<file path="config.mk">
export PLATFORM = sky130hd
export DESIGN_NAME = pid_position_controller_flat
export DESIGN_NICKNAME = d
export VERILOG_FILES = /design/src/hw/rtl/pidpc_pkg.sv /design/src/hw/rtl/pidpc_sample_if.sv /design/src/hw/rtl/pidpc_result_if.sv /design/src/hw/rtl/pid_position_controller.sv /design/src/flat_wrapper.sv
export SDC_FILE = /design/constraint.sdc
export NUM_CORES = 2
export LEC_CHECK = 0
export ABC_AREA = 1
export BUFFER_PORTS_ARGS = -buffer_cell sky130_fd_sc_hd__buf_2
export CAP_MARGIN = 0
export CORE_MARGIN = 2
export CORE_UTILIZATION = 40
export CTS_BUF_LIST = sky130_fd_sc_hd__clkbuf_16
export DETAILED_ROUTE_END_ITERATION = 8
export PLACE_DENSITY = 0.6
export SYNTH_ARGS = -nofsm -noshare
export SYNTH_HDL_FRONTEND = slang
export SYNTH_SLANG_ARGS = --single-unit
</file>
<file path="constraint.sdc">
create_clock -name clk -period 25.2 [get_ports clk]
set_clock_uncertainty 0.2 [all_clocks]
set_input_delay 5.04 -clock clk [delete_from_list [all_inputs] [get_ports clk]]
set_output_delay 5.04 -clock clk [all_outputs]
set_load 0.03 [all_outputs]
</file>
<file path="src/hw/rtl/pidpc_pkg.sv">
// Shared types, register codes and arithmetic constants of the PID position controller.
`timescale 1ns / 1ps

package pidpc_pkg;

  localparam int REG_W     = 32;
  localparam int REG_IDX_W = 3;
  localparam int CNT_W     = 6;

  typedef logic        [31:0] ms_t;
  typedef logic signed [31:0] pos_t;
  typedef logic signed [15:0] drive_t;
  typedef logic signed [40:0] vel_t;

  localparam logic [REG_IDX_W-1:0] REG_SET_POINT  = 3'd0;
  localparam logic [REG_IDX_W-1:0] REG_GAIN_P     = 3'd1;
  localparam logic [REG_IDX_W-1:0] REG_GAIN_I     = 3'd2;
  localparam logic [REG_IDX_W-1:0] REG_GAIN_D     = 3'd3;
  localparam logic [REG_IDX_W-1:0] REG_START_TIME = 3'd4;

  // velocity sampling interval in microseconds, 1 .. 1000000
  localparam int          VELOCITY_INTERVAL_US = 22700;
  localparam logic [31:0] VEL_SCALE            = 32'd1000000;

  // scale / interval as a rounded-up reciprocal over 2^VEL_SHIFT; exact for any
  // position delta below 2^32 in magnitude
  localparam int          VEL_POST_SHIFT = $clog2(VELOCITY_INTERVAL_US);
  localparam int          VEL_SHIFT      = 32 + VEL_POST_SHIFT;
  localparam logic [95:0] VEL_RECIP_WIDE = ((96'(VEL_SCALE) << VEL_SHIFT) +
                                            96'(VELOCITY_INTERVAL_US) - 96'd1) /
                                           96'(VELOCITY_INTERVAL_US);
  localparam logic [63:0] VEL_RECIP      = VEL_RECIP_WIDE[63:0];

  // a 33-bit position delta times the scale stays below 2^52 for any interval
  localparam int                 VEL_Q_W     = 52;
  localparam logic [VEL_Q_W-1:0] VEL_NEG_MAG = {{(VEL_Q_W-41){1'b0}}, 1'b1, 40'd0};
  localparam logic [40:0]        VEL_MAX     = {1'b0, {40{1'b1}}};
  localparam logic [40:0]        VEL_MIN     = {1'b1, 40'd0};

  localparam logic [61:0] TERM_LIMIT  = {1'b1, 61'd0};
  localparam logic [65:0] ONE_Q16     = 66'd65536;
  localparam logic [65:0] NEG_ONE_Q16 = ~ONE_Q16 + 66'd1;
  localparam logic [63:0] INT64_MAX   = {1'b0, {63{1'b1}}};
  localparam logic [63:0] INT64_MIN   = {1'b1, 63'd0};

  localparam drive_t DRIVE_ONE     = 16'sd16384;
  localparam drive_t DRIVE_NEG_ONE = -16'sd16384;

  localparam logic [CNT_W-1:0] MUL_LAST = 6'd31;
  localparam logic [CNT_W-1:0] DIV_LAST = 6'd63;

endpackage

</file>
<file path="src/hw/rtl/pidpc_sample_if.sv">
// Input channel: timestamp and encoder position with valid/ready.
`timescale 1ns / 1ps

interface pidpc_sample_if;
  logic            valid;
  logic            ready;
  pidpc_pkg::ms_t  now_ms;
  pidpc_pkg::pos_t position;

  modport source (output valid, output now_ms, output position, input ready);
  modport sink   (input valid, input now_ms, input position, output ready);
endinterface

</file>
<file path="src/hw/rtl/pidpc_result_if.sv">
// Output channel: clamped drive, clamp flag and velocity with valid/ready.
`timescale 1ns / 1ps

interface pidpc_result_if;
  logic              valid;
  logic              ready;
  pidpc_pkg::drive_t drive;
  logic              clamped;
  pidpc_pkg::vel_t   velocity;

  modport source (output valid, output drive, output clamped, output velocity, input ready);
  modport sink   (input valid, input drive, input clamped, input velocity, output ready);
endinterface

</file>
<file path="src/hw/rtl/pid_position_controller.sv">
// PID position loop with clamped Q2.14 drive and velocity estimate, built on one shared adder.
`timescale 1ns / 1ps

// Usage
//   sample : now_ms (ms timestamp) and position (encoder counts), valid/ready.
//   result : drive (Q2.14, -1.0..+1.0), clamped flag and velocity, valid/ready.
//   wr_en/wr_index/wr_data : register writes (set point, three Q16.16 gains,
//   start time); write only while no item is in flight.
// Operation
//   One item at a time. sample.ready rises together with the result valid,
//   so a new item is taken only once the last result is registered. The
//   work runs on the single 66-bit adder: five 32-step shift-add multiplies
//   (the velocity one by a fixed reciprocal) and up to one 64-step restoring
//   division run on it in turn; the division is skipped when now_ms equals
//   the previous timestamp.
// Reset clears the registers and the loop state (previous time, error,
// position and the integral) and empties the output register.
// A result waits in the output register while the receiver stalls; the
// next item is still accepted and runs to completion, then holds until the
// output register is free.
module pid_position_controller (
  input  logic                              clk,
  input  logic                              rst,
  input  logic                              wr_en,
  input  logic [pidpc_pkg::REG_IDX_W-1:0]   wr_index,
  input  logic [pidpc_pkg::REG_W-1:0]       wr_data,
  pidpc_sample_if.sink                      sample,
  pidpc_result_if.source                    result
);

  localparam logic [3:0] S_IDLE = 4'd0;
  localparam logic [3:0] S_PREP = 4'd1;
  localparam logic [3:0] S_VMUL = 4'd2;
  localparam logic [3:0] S_IMUL = 4'd4;
  localparam logic [3:0] S_IADD = 4'd5;
  localparam logic [3:0] S_PMUL = 4'd6;
  localparam logic [3:0] S_SABS = 4'd7;
  localparam logic [3:0] S_GMUL = 4'd8;
  localparam logic [3:0] S_DMUL = 4'd9;
  localparam logic [3:0] S_DDIV = 4'd10;
  localparam logic [3:0] S_RAWP = 4'd11;
  localparam logic [3:0] S_RAWI = 4'd12;
  localparam logic [3:0] S_RAWD = 4'd13;
  localparam logic [3:0] S_DONE = 4'd14;

  logic [3:0]                  state;
  logic [pidpc_pkg::CNT_W-1:0] cnt;

  logic signed [31:0] set_point, gain_p, gain_i, gain_d;
  logic        [31:0] prev_time;
  logic signed [63:0] error_sum;
  logic signed [32:0] prev_error;
  logic signed [31:0] prev_position;

  logic        [31:0] now_r;
  logic signed [31:0] pos_r;
  logic        [31:0] dt;
  logic signed [32:0] err, dpos;
  logic        [31:0] mag_err;
  logic        [32:0] mag_diff;
  logic               neg_vel, neg_p, neg_i, neg_d;

  logic [65:0] acc;
  logic [63:0] mcand;
  logic [31:0] mplier;
  logic        sat;
  logic [31:0] rem;
  logic [63:0] quo;

  logic [pidpc_pkg::VEL_Q_W-1:0] vel_q;
  logic [61:0]                   tp, ti, td;

  // shared unit and helpers
  logic [65:0] add_a, add_b, add_y;
  logic        add_sub;
  logic        is_mul, is_div, sat_en, sat_next;
  logic [65:0] mul_next, racc_next, vel_shift;
  logic [61:0] mul_term, div_term;
  logic [31:0] rem_next;
  logic        div_bit;
  logic [63:0] quo_next;
  logic [33:0] diff_fw, diff_bw;
  logic [32:0] err_neg, dpos_neg;
  logic [31:0] err_abs, dpos_abs, mag_gp, mag_gi, mag_gd;
  logic [63:0] isum_clip;
  logic        clip_hi, clip_lo, out_free;
  logic [15:0] drive_q;
  logic [40:0] vel_out;

  assign sample.ready = (state == S_IDLE);
  assign out_free     = !result.valid || result.ready;

  assign is_mul = (state == S_IMUL) || (state == S_PMUL) ||
                  (state == S_GMUL) || (state == S_DMUL);
  assign is_div = (state == S_DDIV);
  assign sat_en = (state == S_PMUL) || (state == S_GMUL);

  always_comb begin
    add_a   = '0;
    add_b   = '0;
    add_sub = 1'b0;
    unique case (state) inside
      S_IMUL, S_PMUL, S_GMUL, S_DMUL: begin
        add_a = {acc[64:0], 1'b0};
        add_b = mplier[31] ? {2'b00, mcand} : 66'd0;
      end
      S_VMUL: begin
        add_a = acc;
        add_b = mplier[0] ? {2'b00, mcand} : 66'd0;
      end
      S_DDIV: begin
        add_a   = {33'd0, rem, quo[63]};
        add_b   = {34'd0, dt};
        add_sub = 1'b1;
      end
      S_IADD: begin
        add_a   = {{2{error_sum[63]}}, error_sum};
        add_b   = acc;
        add_sub = err[32];
      end
      S_SABS: begin
        add_b   = {{2{error_sum[63]}}, error_sum};
        add_sub = error_sum[63];
      end
      S_RAWP: begin
        add_b   = {4'd0, tp};
        add_sub = neg_p;
      end
      S_RAWI: begin
        add_a   = acc;
        add_b   = {4'd0, ti};
        add_sub = neg_i;
      end
      S_RAWD: begin
        add_a   = acc;
        add_b   = {4'd0, td};
        add_sub = neg_d;
      end
      default: ;
    endcase
    add_y = add_a + (add_sub ? ~add_b : add_b) + {65'd0, add_sub};
  end

  // once a capped product passes the limit it can only grow: freeze it
  assign sat_next = sat || (sat_en && (add_y > {4'd0, pidpc_pkg::TERM_LIMIT}));
  assign mul_next = (sat_en && sat) ? acc : add_y;
  assign mul_term = sat_next ? pidpc_pkg::TERM_LIMIT : mul_next[61:0];

  // LSB first: the low product bits drop off, leaving delta * recip / 2^32
  assign racc_next = {1'b0, add_y[65:1]};
  assign vel_shift = racc_next >> pidpc_pkg::VEL_POST_SHIFT;

  assign div_bit  = !add_y[65];
  assign rem_next = div_bit ? add_y[31:0] : {rem[30:0], quo[63]};
  assign quo_next = {quo[62:0], div_bit};
  assign div_term = (quo_next > {2'b00, pidpc_pkg::TERM_LIMIT}) ?
                    pidpc_pkg::TERM_LIMIT : quo_next[61:0];

  assign diff_fw  = {err[32], err} - {prev_error[32], prev_error};
  assign diff_bw  = {prev_error[32], prev_error} - {err[32], err};
  assign err_neg  = 33'd0 - err;
  assign dpos_neg = 33'd0 - dpos;
  assign err_abs  = err[32] ? err_neg[31:0] : err[31:0];
  assign dpos_abs = dpos[32] ? dpos_neg[31:0] : dpos[31:0];
  assign mag_gp   = gain_p[31] ? (32'd0 - gain_p) : gain_p;
  assign mag_gi   = gain_i[31] ? (32'd0 - gain_i) : gain_i;
  assign mag_gd   = gain_d[31] ? (32'd0 - gain_d) : gain_d;

  assign isum_clip = ((add_y[65:63] == 3'b000) || (add_y[65:63] == 3'b111)) ? add_y[63:0] :
                     (add_y[65] ? pidpc_pkg::INT64_MIN : pidpc_pkg::INT64_MAX);

  assign clip_hi = !acc[65] && (acc > pidpc_pkg::ONE_Q16);
  assign clip_lo = acc[65] && (acc < pidpc_pkg::NEG_ONE_Q16);
  // divide by four, rounding toward zero
  assign drive_q = acc[17:2] + {15'd0, acc[65] & (|acc[1:0])};

  always_comb begin
    if (neg_vel) begin
      vel_out = (vel_q > pidpc_pkg::VEL_NEG_MAG) ? pidpc_pkg::VEL_MIN : (41'd0 - vel_q[40:0]);
    end else begin
      vel_out = (|vel_q[pidpc_pkg::VEL_Q_W-1:40]) ? pidpc_pkg::VEL_MAX : {1'b0, vel_q[39:0]};
    end
  end

  always_ff @(posedge clk) begin
    if (rst) begin
      state         <= S_IDLE;
      result.valid  <= 1'b0;
      set_point     <= '0;
      gain_p        <= '0;
      gain_i        <= '0;
      gain_d        <= '0;
      prev_time     <= '0;
      error_sum     <= '0;
      prev_error    <= '0;
      prev_position <= '0;
    end else begin
      if (result.valid && result.ready) begin
        result.valid <= 1'b0;
      end

      if (is_mul) begin
        acc    <= mul_next;
        sat    <= sat_next;
        mplier <= {mplier[30:0], 1'b0};
        cnt    <= cnt + 1'b1;
      end
      if (state == S_VMUL) begin
        acc    <= racc_next;
        mplier <= {1'b0, mplier[31:1]};
        cnt    <= cnt + 1'b1;
      end
      if (is_div) begin
        rem <= rem_next;
        quo <= quo_next;
        cnt <= cnt + 1'b1;
      end

      unique case (state)
        S_IDLE: if (sample.valid) begin
          now_r <= sample.now_ms;
          pos_r <= sample.position;
          dt    <= sample.now_ms - prev_time;
          err   <= {set_point[31], set_point} - {sample.position[31], sample.position};
          dpos  <= {sample.position[31], sample.position} -
                   {prev_position[31], prev_position};
          state <= S_PREP;
        end
        S_PREP: begin
          mag_err       <= err_abs;
          mag_diff      <= diff_fw[33] ? diff_bw[32:0] : diff_fw[32:0];
          neg_vel       <= dpos[32];
          neg_p         <= gain_p[31] ^ err[32];
          neg_d         <= gain_d[31] ^ diff_fw[33];
          prev_error    <= err;
          prev_position <= pos_r;
          prev_time     <= now_r;
          acc           <= '0;
          sat           <= 1'b0;
          cnt           <= '0;
          mcand         <= pidpc_pkg::VEL_RECIP;
          mplier        <= dpos_abs;
          state         <= S_VMUL;
        end
        S_VMUL: if (cnt == pidpc_pkg::MUL_LAST) begin
          vel_q  <= vel_shift[pidpc_pkg::VEL_Q_W-1:0];
          acc    <= '0;
          sat    <= 1'b0;
          cnt    <= '0;
          mcand  <= {32'd0, mag_err};
          mplier <= dt;
          state  <= S_IMUL;
        end
        S_IMUL: if (cnt == pidpc_pkg::MUL_LAST) begin
          state <= S_IADD;
        end
        S_IADD: begin
          error_sum <= isum_clip;
          acc       <= '0;
          sat       <= 1'b0;
          cnt       <= '0;
          mcand     <= {32'd0, mag_err};
          mplier    <= mag_gp;
          state     <= S_PMUL;
        end
        S_PMUL: if (cnt == pidpc_pkg::MUL_LAST) begin
          tp    <= mul_term;
          state <= S_SABS;
        end
        S_SABS: begin
          mcand  <= add_y[63:0];
          neg_i  <= gain_i[31] ^ error_sum[63];
          acc    <= '0;
          sat    <= 1'b0;
          cnt    <= '0;
          mplier <= mag_gi;
          state  <= S_GMUL;
        end
        S_GMUL: if (cnt == pidpc_pkg::MUL_LAST) begin
          ti     <= mul_term;
          acc    <= '0;
          sat    <= 1'b0;
          cnt    <= '0;
          mcand  <= {31'd0, mag_diff};
          mplier <= mag_gd;
          state  <= S_DMUL;
        end
        S_DMUL: if (cnt == pidpc_pkg::MUL_LAST) begin
          if (dt == 32'd0) begin
            td    <= '0;
            state <= S_RAWP;
          end else begin
            quo   <= mul_next[63:0];
            rem   <= '0;
            cnt   <= '0;
            state <= S_DDIV;
          end
        end
        S_DDIV: if (cnt == pidpc_pkg::DIV_LAST) begin
          td    <= div_term;
          state <= S_RAWP;
        end
        S_RAWP: begin
          acc   <= add_y;
          state <= S_RAWI;
        end
        S_RAWI: begin
          acc   <= add_y;
          state <= S_RAWD;
        end
        S_RAWD: begin
          acc   <= add_y;
          state <= S_DONE;
        end
        S_DONE: if (out_free) begin
          result.valid    <= 1'b1;
          result.drive    <= clip_hi ? pidpc_pkg::DRIVE_ONE :
                             (clip_lo ? pidpc_pkg::DRIVE_NEG_ONE : $signed(drive_q));
          result.clamped  <= clip_hi | clip_lo;
          result.velocity <= vel_out;
          state           <= S_IDLE;
        end
        default: state <= S_IDLE;
      endcase

      if (wr_en) begin
        unique case (wr_index)
          pidpc_pkg::REG_SET_POINT:  set_point <= wr_data;
          pidpc_pkg::REG_GAIN_P:     gain_p    <= wr_data;
          pidpc_pkg::REG_GAIN_I:     gain_i    <= wr_data;
          pidpc_pkg::REG_GAIN_D:     gain_d    <= wr_data;
          pidpc_pkg::REG_START_TIME: prev_time <= wr_data;
          default: ;
        endcase
      end
    end
  end

endmodule

</file>
<file path="src/flat_wrapper.sv">
// flat-port wrapper written by rule: the top's interface ports become plain ports
module pid_position_controller_flat 
  (clk, rst, wr_en, wr_index, wr_data, sample_valid, sample_now_ms, sample_position, sample_ready, result_valid, result_drive, result_clamped, result_velocity, result_ready);
  pidpc_sample_if sample_i ();
  pidpc_result_if result_i ();
  input  logic clk;
  input  logic rst;
  input  logic wr_en;
  input  logic [pidpc_pkg::REG_IDX_W-1:0] wr_index;
  input  logic [pidpc_pkg::REG_W-1:0] wr_data;
  input wire logic [$bits(sample_i.valid)-1:0] sample_valid;
  input wire logic [$bits(sample_i.now_ms)-1:0] sample_now_ms;
  input wire logic [$bits(sample_i.position)-1:0] sample_position;
  output wire logic [$bits(sample_i.ready)-1:0] sample_ready;
  output wire logic [$bits(result_i.valid)-1:0] result_valid;
  output wire logic [$bits(result_i.drive)-1:0] result_drive;
  output wire logic [$bits(result_i.clamped)-1:0] result_clamped;
  output wire logic [$bits(result_i.velocity)-1:0] result_velocity;
  input wire logic [$bits(result_i.ready)-1:0] result_ready;
  assign sample_i.valid = sample_valid;
  assign sample_i.now_ms = sample_now_ms;
  assign sample_i.position = sample_position;
  assign sample_ready = sample_i.ready;
  assign result_valid = result_i.valid;
  assign result_drive = result_i.drive;
  assign result_clamped = result_i.clamped;
  assign result_velocity = result_i.velocity;
  assign result_i.ready = result_ready;
  pid_position_controller u_core (.clk(clk), .rst(rst), .wr_en(wr_en), .wr_index(wr_index), .wr_data(wr_data), .sample(sample_i), .result(result_i));
endmodule
</file>
==> results.json <==
{
  "status": "finished, violations left",
  "violations": "DRC",
  "synthCells": 8288,
  "num_rows": 149,
  "setup_tns_ns": 0,
  "yosysTopAreaCellShare_pct": 35.9,
  "cts_tree": "built",
  "critPathMaxStageDelay_ns": 0.94,
  "clk_latency_ns": 0.81,
  "syn_area_sq_um": 66100,
  "slew_violations": 0,
  "finalSetupViolCount": 0,
  "post_cts_resized": 0,
  "crit_family": "simple AND/OR/NAND/NOR gates",
  "wl_per_cell_um": 26.5,
  "die_w_um": 411,
  "maxCapViolations": 0,
  "drc": 5,
  "worstPathCellList": "nand2_1, nor2_4, buf_4, buf_4, clkinv_2, buf_4, buf_4, o221ai_1, a21oi_1, xor2_1, ha_1, nand2_1, nor2_1, nand4_1, nor3_1, a311oi_1, nand2_2, xor2_4, inv_2, nand2_1, a21oi_4, buf_4, a21oi_1",
  "start_kind": "flip-flop",
  "cp_max_fo": 55,
  "detail-route-antenna-nets": 0,
  "fp.dieArea_sq_um": 169000,
  "max_freq_ghz": 0.113,
  "port_buffers": 163,
  "avgSynthCellArea_sq_um": 7.98,
  "p_int_mw": 4.43,
  "die_h_um": 411,
  "ys_types": 65,
  "combPwrFrac_pct": 45.9,
  "worstHoldPathType": "flip-flop to flip-flop",
  "holdCritStartpoint": "u_core.prev_position[19]",
  "clk_pin_slew_ns": 0.06,
  "ctsHoldBuffers": 0,
  "ctsRootBufferMaster": "clkbuf_16",
  "synth_edf_count": 790,
  "finalWirelength_um": 280000,
  "cts_setup_buffers": 0,
  "synth_warnings": 0,
  "yosys-top-cells-count": "nand2_1, inv_1, o21ai_0",
  "worst_slew_pin_slew_ns": 1.25,
  "antenna_found_initial": 13,
  "ys_seq_elements": 1084,
  "slowest_stage": "a21oi_4",
  "timing.final.crit_share_pct": 35.2,
  "path_class": "flip-flop to flip-flop",
  "track_usage_pct": 32.3,
  "cp-end-kind": "flip-flop",
  "grtUsageMet2_pct": 51.7,
  "synth_top_area_cell": "edfxtp_1",
  "dp_hpwl_um": 206000,
  "start_util_pct": 40.2,
  "rsz0062_at_grt": "no",
  "core_sq_um": 165000,
  "cp.buffers_inverters": 7,
  "numCtsBuffers": 130,
  "num_vias": 62133,
  "grt-ovfl-total": 0,
  "grt_pass1_vias": 58537,
  "max_slew_margin_pct": 15.9,
  "seqPwrFrac_pct": 31.8,
  "io_pins": 164,
  "synth_most_common_cell": "nand2_1",
  "switching_share_pct": 47.0,
  "p_sw_mw": 3.93,
  "ys_seq_area_share_pct": 44.8,
  "first_pass_iters": 9,
  "clkPwrFrac_pct": 22.3,
  "grtUsageMet3_pct": 5.11,
  "r2r-start": "u_core.state[1]",
  "crit_top_cell": "buf_4",
  "gp_congestion": 0.999,
  "synthArstFlopShare_pct": 0,
  "worstPathRequired_ns": 25.63,
  "numClockSinks": 1084,
  "via_per_inst": 5.87,
  "ir_drop_v": 0.0000860,
  "drive_above_1_share_pct": 6.25,
  "synth_ff_type": "edfxtp_1",
  "syn_nets": 8631,
  "busiest_layer": "met2",
  "grt_max_degree": 201,
  "cts_htree_levels": 4,
  "clockBufferDepth": 3,
  "grt_pass1_wl_um": 401000,
  "crit_arrival_ns": 9.29,
  "synth_area_leaders": "edfxtp_1, dfxtp_1, o21ai_0",
  "powerDensity_nw_per_um2": 114,
  "syn_to_final_growth_pct": 10.7,
  "nNetsFinal": 8621,
  "period_minus_slack_ns": 8.86,
  "dr.first_iter.drc_count": 7662,
  "grt_use_met1_pct": 39.8,
  "cp-startpoint": "u_core.state[1]",
  "p_leak_nw": 29.3,
  "total_power_mw": 8.36,
  "finalHoldViolCount": 0
}
[state kept, by name, summed over array words and instances, names as in the netlist, 50 cells and up]
register and flops:
u_core.acc 66, u_core.error_sum 64, u_core.mcand 64, u_core.quo 64
u_core.td 62, u_core.ti 62, u_core.tp 62, u_core.vel_q 50
[stage by stage]
| step | util, % | hold slack [ns] | setup WS [ns] | instance area (sq um) | std cells |
|---|---|---|---|---|---|
| 3_3_place_gp | 41.9 | 0.248 | 16.48 | 69000 | 10335 |
| 3_5_place_dp | 41.9 | 0.256 | 16.48 | 69000 | 10335 |
| 2_1_floorplan | - | 0.224 | 5.96 | 66100 | 8288 |
| 4_1_cts | 44.4 | 0.264 | 16.47 | 73100 | 10576 |
| 6_report | 44.4 | 0.259 | 16.34 | 73200 | 10586 |
| 5_1_grt | 44.4 | 0.281 | 16.05 | 73100 | 10577 |
[power by group through the flow]
stage	logic (mW)	clock network, mW	registers, mW
after floorplan	2.27	0	2.57
after global placement	3.71	0	2.67
after detailed placement	3.73	0	2.68
after CTS	3.74	1.88	2.64
after global routing	4.07	1.95	2.67
final	3.84	1.86	2.66
[logic make-up after synthesis]
| kind of cell | share of synthesized area, % |
|---|---|
| compound gates | 20.5 |
| xor+xnor | 3.78 |
| fa+ha+maj | 4.59 |
| buf+inv | 8.50 |
| flops | 44.8 |
| mux | 0.0322 |
| simple gates | 17.8 |
[layout make-up]
class / instances / area (sq um)
clock inverter: 103 / 694
antenna: 10 / 25.0
multi-input combinational: 5725 / 31000
fill: 16495 / 91500
timing repair buffer: 250 / 1520
sequential: 1084 / 29600
inverter: 1087 / 4100
tap: 2189 / 2740
clock buffer: 138 / 3450
[worst register-to-register path, stage by stage (launching register included)]
cell	delay (ns)
dfxtp_1	0.52
nand2_1	0.18
nor2_4	0.81
buf_4	0.42
buf_4	0.41
clkinv_2	0.29
buf_4	0.41
buf_4	0.47
o221ai_1	0.29
a21oi_1	0.10
xor2_1	0.18
ha_1	0.39
nand2_1	0.11
nor2_1	0.38
nand4_1	0.41
nor3_1	0.64
a311oi_1	0.12
nand2_2	0.16
xor2_4	0.18
inv_2	0.12
nand2_1	0.09
a21oi_4	0.94
buf_4	0.65
a21oi_1	0.26
[path summary, 6_finish.rpt]
path / to / slack, ns / depth (start not counted)
setup / recovery: u_core.error_sum[54] / 16.34 / 23
hold / removal: u_core.prev_position[19] / 0.26 / 2
setup reg to reg: u_core.error_sum[54] / 16.34 / 23
hold reg to reg: u_core.prev_position[19] / 0.26 / 2
[metal layers]
layer	wire (um)	vias up
met3	21000	815
met1	109000	29509
met5	0	-
met2	127000	3180
li1	-	28629
met4	23200	0
[placed cells by master, fill, tap and decap left out, types with 233 or more instances in the layout]
| master | instances |
|---|---|
| a21oi_1 | 750 |
| dfxtp_1 | 294 |
| edfxtp_1 | 790 |
| ha_1 | 233 |
| inv_1 | 1087 |
| nand2_1 | 1316 |
| nand3_1 | 328 |
| nor2_1 | 795 |
| o21ai_0 | 1024 |
| xor2_1 | 235 |
Power figures use the tool's default switching activity.
